`src/assert_macros.svh`:
```
// Assertion macros for the RTL of the presence hold unit.
`ifndef ASSERT_MACROS_SVH
`define ASSERT_MACROS_SVH

`ifndef NO_ASSERTIONS

// Checked property, switched off while reset is asserted (active low).
`define PHR_ASSERT(lbl, clk, rstn, prop) \
    lbl: assert property (@(posedge clk) disable iff (!(rstn)) (prop)) \
        else $error("presence hold unit: assertion failed");

// Checked property that also holds during reset.
`define PHR_ASSERT_ALWAYS(lbl, clk, prop) \
    lbl: assert property (@(posedge clk) (prop)) \
        else $error("presence hold unit: assertion failed");

`else

`define PHR_ASSERT(lbl, clk, rstn, prop)
`define PHR_ASSERT_ALWAYS(lbl, clk, prop)

`endif

`endif

```
`src/phr_pkg.sv`:
```
`timescale 1ns / 1ps

package phr_pkg;

    typedef enum logic [1:0] {
        OP_SAMPLE = 2'd0,
        OP_TICK   = 2'd1,
        OP_RX     = 2'd2
    } op_t;

    localparam logic [7:0] CH_NUL  = 8'h00;
    localparam logic [7:0] CH_STX  = 8'h02;
    localparam logic [7:0] CH_ETX  = 8'h03;
    localparam logic [7:0] CH_M    = 8'h4D;
    localparam logic [7:0] CH_S    = 8'h53;
    localparam logic [7:0] CH_QM   = 8'h3F;
    localparam logic [7:0] CH_ONE  = 8'h31;
    localparam logic [7:0] CH_ZERO = 8'h30;

    localparam logic [7:0] HOLD_RESET = 8'd240;
    localparam logic [5:0] NODE_RESET = 6'd49;

    // Frame position after STX plus five more bytes.
    localparam logic [2:0] FRAME_DONE = 3'd6;
    // Index of the final reply byte.
    localparam logic [2:0] REPLY_LAST = 3'd6;

    typedef enum logic {
        REG_HOLD_SECONDS = 1'b0,
        REG_NODE_DIGIT   = 1'b1
    } cfg_reg_t;

    function automatic logic [7:0] reply_byte(logic [2:0] idx, logic [5:0] node,
                                              logic held);
        logic [7:0] b;
        case (idx)
            3'd0:    b = CH_STX;
            3'd1:    b = CH_S;
            3'd2:    b = {2'b00, node};
            3'd3:    b = CH_M;
            3'd4:    b = held ? CH_ONE : CH_ZERO;
            3'd5:    b = CH_ETX;
            default: b = CH_NUL;
        endcase
        return b;
    endfunction

endpackage

```
`src/phr_frame_parser.sv`:
```
`timescale 1ns / 1ps

module phr_frame_parser
    import phr_pkg::*;
(
    input  logic       aclk,
    input  logic       aresetn,
    input  logic       byte_en,
    input  logic [7:0] rx_byte,
    input  logic       rx_last,
    input  logic [5:0] node_digit,
    output logic       poll_match
);

    logic [2:0] pos_reg, pos_next;
    logic       ok_reg, ok_next;
    logic       ended_reg, ended_next;
    logic [7:0] want;

    always_comb begin
        case (pos_reg)
            3'd1:    want = CH_M;
            3'd2:    want = CH_S;
            3'd3:    want = {2'b00, node_digit};
            3'd4:    want = CH_QM;
            default: want = CH_ETX;
        endcase
    end

    // Byte step: text after a NUL is dropped, the frame starts at the first STX.
    always_comb begin
        pos_next   = pos_reg;
        ok_next    = ok_reg;
        ended_next = ended_reg;
        if (!ended_reg) begin
            if (rx_byte == CH_NUL) begin
                ended_next = 1'b1;
            end else if (pos_reg == 3'd0) begin
                if (rx_byte == CH_STX) begin
                    pos_next = 3'd1;
                    ok_next  = 1'b1;
                end
            end else if (pos_reg < FRAME_DONE) begin
                if (rx_byte != want) begin
                    ok_next = 1'b0;
                end
                pos_next = pos_reg + 3'd1;
            end
        end
    end

    assign poll_match = byte_en && rx_last && (pos_next == FRAME_DONE) && ok_next;

    always_ff @(posedge aclk) begin
        if (!aresetn) begin
            pos_reg   <= 3'd0;
            ok_reg    <= 1'b0;
            ended_reg <= 1'b0;
        end else if (byte_en) begin
            if (rx_last) begin
                pos_reg   <= 3'd0;
                ok_reg    <= 1'b0;
                ended_reg <= 1'b0;
            end else begin
                pos_reg   <= pos_next;
                ok_reg    <= ok_next;
                ended_reg <= ended_next;
            end
        end
    end

endmodule

```
`src/presence_hold_with_poll_reply_unit.sv`:
```
`timescale 1ns / 1ps
// Channel   Direction  Handshake          Word
// s_        in         s_valid / s_ready  op, sensor_level, rx_byte, rx_last
// m_        out        m_valid / m_ready  kind, raw/held presence, tx_byte, tx_last
// cfg_      in         cfg_we             cfg_addr, cfg_wdata
//
// An input word is processed in the cycle it is accepted; its status or first reply
// word appears in the output register on the next cycle. With m_ready high, samples,
// ticks and radio bytes sustain one word per cycle, as do the seven reply words of a
// matching poll, shifted out of the output register by a byte index; input is held
// off while later reply words are still queued. Reset (aresetn low, synchronous)
// restores the flags, counter, parser and both registers to their reset values.

`include "assert_macros.svh"

module presence_hold_with_poll_reply_unit
    import phr_pkg::*;
(
    input  logic       aclk,
    input  logic       aresetn,

    input  logic       s_valid,
    output logic       s_ready,
    input  logic [1:0] s_op,
    input  logic       s_sensor_level,
    input  logic [7:0] s_rx_byte,
    input  logic       s_rx_last,

    output logic       m_valid,
    input  logic       m_ready,
    output logic       m_kind,
    output logic       m_raw_presence,
    output logic       m_held_presence,
    output logic [7:0] m_tx_byte,
    output logic       m_tx_last,

    input  logic       cfg_we,
    input  logic       cfg_addr,
    input  logic [7:0] cfg_wdata
);

    // Configuration registers.
    logic [7:0] hold_reg;
    logic [5:0] node_reg;

    // Presence state.
    logic       raw_reg, raw_next;
    logic       held_reg, held_next;
    logic [7:0] count_reg, count_next;

    // Output register and reply sequencer.
    logic       m_valid_reg;
    logic       m_kind_reg;
    logic       m_raw_reg;
    logic       m_held_reg;
    logic [7:0] m_byte_reg;
    logic       m_last_reg;
    logic [2:0] reply_idx_reg;
    logic       reply_busy_reg;
    logic [2:0] reply_idx_next;

    logic s_take;
    logic m_take;
    logic is_status;
    logic is_rx;
    logic poll_match;

    assign m_take  = m_valid_reg && m_ready;
    // A new word may enter when no reply words are queued and the output register
    // is free or being emptied in this cycle.
    assign s_ready = !reply_busy_reg && (!m_valid_reg || m_ready);
    assign s_take  = s_valid && s_ready;

    assign is_status = (s_op == OP_SAMPLE) || (s_op == OP_TICK);
    assign is_rx     = (s_op == OP_RX);

    always_ff @(posedge aclk) begin
        if (!aresetn) begin
            hold_reg <= HOLD_RESET;
            node_reg <= NODE_RESET;
        end else if (cfg_we) begin
            case (cfg_addr)
                REG_HOLD_SECONDS: hold_reg <= cfg_wdata;
                REG_NODE_DIGIT:   node_reg <= cfg_wdata[5:0];
                default:          ;
            endcase
        end
    end

    // Hold timer. The counter restarts on a rising edge of raw presence and
    // saturates at the hold time; held presence clears on a no-motion sample only
    // once the counter has reached the hold time.
    always_comb begin
        raw_next   = raw_reg;
        held_next  = held_reg;
        count_next = count_reg;
        case (s_op)
            OP_SAMPLE: begin
                if (!s_sensor_level) begin
                    raw_next = 1'b0;
                    if (held_reg && (count_reg >= hold_reg)) begin
                        held_next = 1'b0;
                    end
                end else begin
                    if (!raw_reg) begin
                        raw_next   = 1'b1;
                        count_next = 8'd0;
                    end
                    held_next = 1'b1;
                end
            end
            OP_TICK: begin
                if (count_reg < hold_reg) begin
                    count_next = count_reg + 8'd1;
                end
            end
            default: ;
        endcase
    end

    always_ff @(posedge aclk) begin
        if (!aresetn) begin
            raw_reg   <= 1'b0;
            held_reg  <= 1'b0;
            count_reg <= 8'd0;
        end else if (s_take) begin
            raw_reg   <= raw_next;
            held_reg  <= held_next;
            count_reg <= count_next;
        end
    end

    phr_frame_parser u_parser (
        .aclk       (aclk),
        .aresetn    (aresetn),
        .byte_en    (s_take && is_rx),
        .rx_byte    (s_rx_byte),
        .rx_last    (s_rx_last),
        .node_digit (node_reg),
        .poll_match (poll_match)
    );

    assign reply_idx_next = reply_idx_reg + 3'd1;

    // Output register. The flags cannot change during a reply because no input
    // word is taken while reply words are queued, so the live flags are used.
    always_ff @(posedge aclk) begin
        if (!aresetn) begin
            m_valid_reg    <= 1'b0;
            reply_busy_reg <= 1'b0;
            reply_idx_reg  <= 3'd0;
        end else if (reply_busy_reg) begin
            if (m_take) begin
                reply_idx_reg  <= reply_idx_next;
                reply_busy_reg <= (reply_idx_next != REPLY_LAST);
                m_valid_reg    <= 1'b1;
            end
        end else if (s_take && is_status) begin
            m_valid_reg <= 1'b1;
        end else if (s_take && poll_match) begin
            m_valid_reg    <= 1'b1;
            reply_busy_reg <= 1'b1;
            reply_idx_reg  <= 3'd0;
        end else if (m_take) begin
            m_valid_reg <= 1'b0;
        end
    end

    always_ff @(posedge aclk) begin
        if (reply_busy_reg) begin
            if (m_take) begin
                m_kind_reg <= 1'b1;
                m_raw_reg  <= raw_reg;
                m_held_reg <= held_reg;
                m_byte_reg <= reply_byte(reply_idx_next, node_reg, held_reg);
                m_last_reg <= (reply_idx_next == REPLY_LAST);
            end
        end else if (s_take && is_status) begin
            m_kind_reg <= 1'b0;
            m_raw_reg  <= raw_next;
            m_held_reg <= held_next;
            m_byte_reg <= CH_NUL;
            m_last_reg <= 1'b0;
        end else if (s_take && poll_match) begin
            m_kind_reg <= 1'b1;
            m_raw_reg  <= raw_reg;
            m_held_reg <= held_reg;
            m_byte_reg <= reply_byte(3'd0, node_reg, held_reg);
            m_last_reg <= 1'b0;
        end
    end

    assign m_valid         = m_valid_reg;
    assign m_kind          = m_kind_reg;
    assign m_raw_presence  = m_raw_reg;
    assign m_held_presence = m_held_reg;
    assign m_tx_byte       = m_byte_reg;
    assign m_tx_last       = m_last_reg;

    // Queued reply words always sit behind a valid output word and block input.
    `PHR_ASSERT(a_busy_blocks_input, aclk, aresetn, reply_busy_reg |-> (m_valid_reg && !s_ready))
    // The final reply word is a reply byte holding NUL and ends the burst.
    `PHR_ASSERT(a_last_is_nul, aclk, aresetn, (m_valid_reg && m_last_reg) |-> (m_kind_reg && (m_byte_reg == CH_NUL) && !reply_busy_reg))
    // Raw presence implies held presence.
    `PHR_ASSERT(a_raw_implies_held, aclk, aresetn, raw_reg |-> held_reg)
    // A stalled output word stays in place.
    `PHR_ASSERT(a_out_holds, aclk, aresetn, (m_valid_reg && !m_ready) |=> (m_valid_reg && $stable(m_byte_reg) && $stable(m_kind_reg)))

endmodule

```
`config.mk`:
```
export PLATFORM = sky130hd
export DESIGN_NAME = presence_hold_with_poll_reply_unit
export DESIGN_NICKNAME = d
export VERILOG_FILES = /design/src/phr_pkg.sv /design/src/phr_frame_parser.sv /design/src/presence_hold_with_poll_reply_unit.sv
export VERILOG_INCLUDE_DIRS = /design/src /design/src/src
export SDC_FILE = /design/constraint.sdc
export NUM_CORES = 1
export LEC_CHECK = 0
export BUFFER_PORTS_ARGS = -buffer_cell sky130_fd_sc_hd__buf_2
export CORE_ASPECT_RATIO = 0.75
export CORE_UTILIZATION = 35
export DETAILED_ROUTE_END_ITERATION = 8
export PLACE_DENSITY = 0.58
export SLEW_MARGIN = 25
export SYNTH_ARGS = -nofsm -noshare
export SYNTH_HDL_FRONTEND = slang
export SYNTH_SLANG_ARGS = --single-unit
```
`constraint.sdc`:
```
create_clock -name aclk -period 7.6 [get_ports aclk]
set_input_delay 1.52 -clock aclk [delete_from_list [all_inputs] [get_ports aclk]]
set_output_delay 1.52 -clock aclk [all_outputs]
set_load 0.005 [all_outputs]
```
==> run summary <==
drt pass-1 iters = 4
fraction of layout cells with a size suffix above 1 = 15.3%
Crit. Startpoint = s_rx_byte[5]
Slew Viols, Final = 0
FP Rows = 27
largest net degree at the start of global routing = 17
first-pass GRT wire length = 10.6 mm
Comb pwr share = 9.6%
DR WL/cell = 13.8 um
clock network power share = 38.2%
P_int = 0.000380 W
clk root buf = clkbuf_8
cell area power density = 157 mW/mm^2
worst vdd ir = 0.0000970 V
Worst setup SP type = input port
starting density of the core = 36.9%
drt initial violations = 161
setup TNS = 0 ps
CTS max path bufs = 2
Routed Antenna Nets = 0
count of final setup violators = 0
Max Cap Viol = 0
Power Total = 0.000495 W
CTS resizes = 0
Slew headroom = 48.6%
CP required = 7530 ps
CP max FO = 11
nature of the critical path endpoint = register
sequential share of power = 52.2%
vias per cell = 5.25
Final Wtd Congestion = 0.850
Final period util = 53.8%
Area Overhead vs Synth = 13.9%
Crit Path Class = in2reg
final-report hold violation count = 0
GRT Util Overall = 16.1%
clock sinks = 45
RSZ-0062 raised after global routing = false
Most used DFF post-synth = dfxtp_1
Reg2Reg Setup Slack = 3770 ps
Worst EP arrival = 4020 ps
Die X = 105 um
worst clock skew = 7.43 ps
CTS Hold Bufs = 0
Peak Freq = 244 MHz
Net count, final = 405
register area share after synthesis = 36.5%
Syn Area/Cell = 8.50 sq um
Core Footprint = 0.00750 sq mm
synth unique cells = 59
number of flops mapped to enable cells by yosys = 11
vias in the first global route = 2241
cell area after placement = 0.00303 sq mm
hold_ws = 461 ps
ant diodes = 0
reg-to-reg startpoint = u_parser.pos_reg[2]
Leakage = 1.30 nW
syn_nets = 372
FILL cells = 769
die area = 0.00828 sq mm
Reg2Reg Capture Point = m_tx_byte[2]
Psw = 0.000115 W
min cycle time layout = 4090 ps
synth warn = 0
clk slew on worst S/H paths = 80 ps
DRC = 0
Switching Fraction = 23.2%
WL final = 6.34 mm
TritonCTS clock tree = done
post-CTS setup buffers = 0
CP endpoint = m_tx_byte[2]
I/O Pins = 40
Yosys top cell area share = 24.6%
post-detail-place hpwl = 4.91 mm
final instance area = 0.00315 sq mm
most frequent cells in the layout = nand2_1, buf_2, dfxtp_1
largest cells by area after synthesis = dfxtp_1, edfxtp_1, ha_1, nand2_1, a21oi_1
Post-Syn Area = 0.00277 sq mm
TritonCTS Buffers = 5
ys async rst share = 0%
Die H = 79.0 um
Remaining Overflow, GRT = 0
Clock Latency Late Sink = 300 ps
cell depth of the worst flop-to-flop path = 8
final core utilization = 42.1%
Synth Instances = 326
dominant cell type by area after synthesis = dfxtp_1
IO Port Bufs = 38
via count = 2420
Hold Path Class = reg2reg
Worst Tran Pin Value = 760 ps
initial antenna violation count = 0
htree depth = 2
outcome = complete, no violations
FF+latch count, synth = 45
==> layer usage <==
layer	wire length [um]	part of all wire [%]	vias up	GRT usage (%)
met5	0	0	-	0
met4	34	0.54	0	2.96
met3	402	6.3	4	3.45
met2	2610	41	71	24.5
met1	3290	52	1094	23.5
li1	-	-	1251	-
==> area by class of cell <==
class | instances | area (sq um) | share of cell area (%)
tap | 101 | 126 | 4.01
clock buffer | 6 | 82.6 | 2.62
inverter | 24 | 90.1 | 2.86
sequential | 45 | 1010 | 32.1
timing repair buffer | 39 | 198 | 6.27
multi-input combinational | 244 | 1610 | 51.1
clock inverter | 2 | 36.3 | 1.15
==> kinds of logic after synthesis <==
kind of cell             share of synthesized area (%)
AND/OR/NAND/NOR                                   22.2
AO/OA/AOI/OAI                                     22.7
flip-flops                                        36.5
buffers and inverters                             5.60
adder cells (fa/ha/maj)                           9.03
multiplexers                                      2.21
XOR/XNOR                                          1.58
other                                            0.135
==> power groups by stage <==
stage	logic (W)	registers (W)	clock network, W
3_3_place_gp	0.0000466	0.000264	0
2_1_floorplan	0.0000284	0.000263	0
5_1_grt	0.0000541	0.000260	0.000203
3_5_place_dp	0.0000472	0.000264	0
6_report	0.0000475	0.000258	0.000189
4_1_cts	0.0000476	0.000259	0.000195
==> synth_stat cells (4+ instances only) <==
library cell  number
nand2b_1           8
o21a_1             4
a21o_1             7
nor3_1             4
edfxtp_1          11
and3_1             4
nor2_1            21
dfxtp_1           34
a21oi_1           23
a31oi_1            6
and2_1             8
o211ai_1           7
clkbuf_1           7
mux2i_1            5
o21ai_0           16
ha_1              20
nand2_1           38
nand3_1           14
inv_1             24
nand4_1            7
==> worst min path at each step <==
stage                 from  slack (ps)  cells past startpoint           to
2_1_floorplan  hold_reg[1]         440                      2  hold_reg[1]
3_3_place_gp   hold_reg[3]         450                      2  hold_reg[3]
3_5_place_dp   hold_reg[3]         450                      2  hold_reg[3]
4_1_cts        hold_reg[3]         460                      2  hold_reg[3]
5_1_grt        hold_reg[3]         480                      2  hold_reg[3]
6_report       hold_reg[3]         460                      2  hold_reg[3]
==> metrics by stage <==
| stage | cells | worst slack, ps |
|---|---|---|
| finish | 461 | 3510 |
| global route | 461 | 3290 |
| CTS | 461 | 3280 |
| detailed placement | 453 | 2970 |
| global placement | 453 | 3020 |
| floorplan | 326 | 3520 |
==> worst max-delay path, stage by stage <==
cell	delay (ps)
buf_2	120
nor4_2	610
a21oi_1	370
o221a_2	400
nor3_1	180
o21ai_1	200
a31oi_2	610
Note: power is estimated with default switching activity, not from simulation.
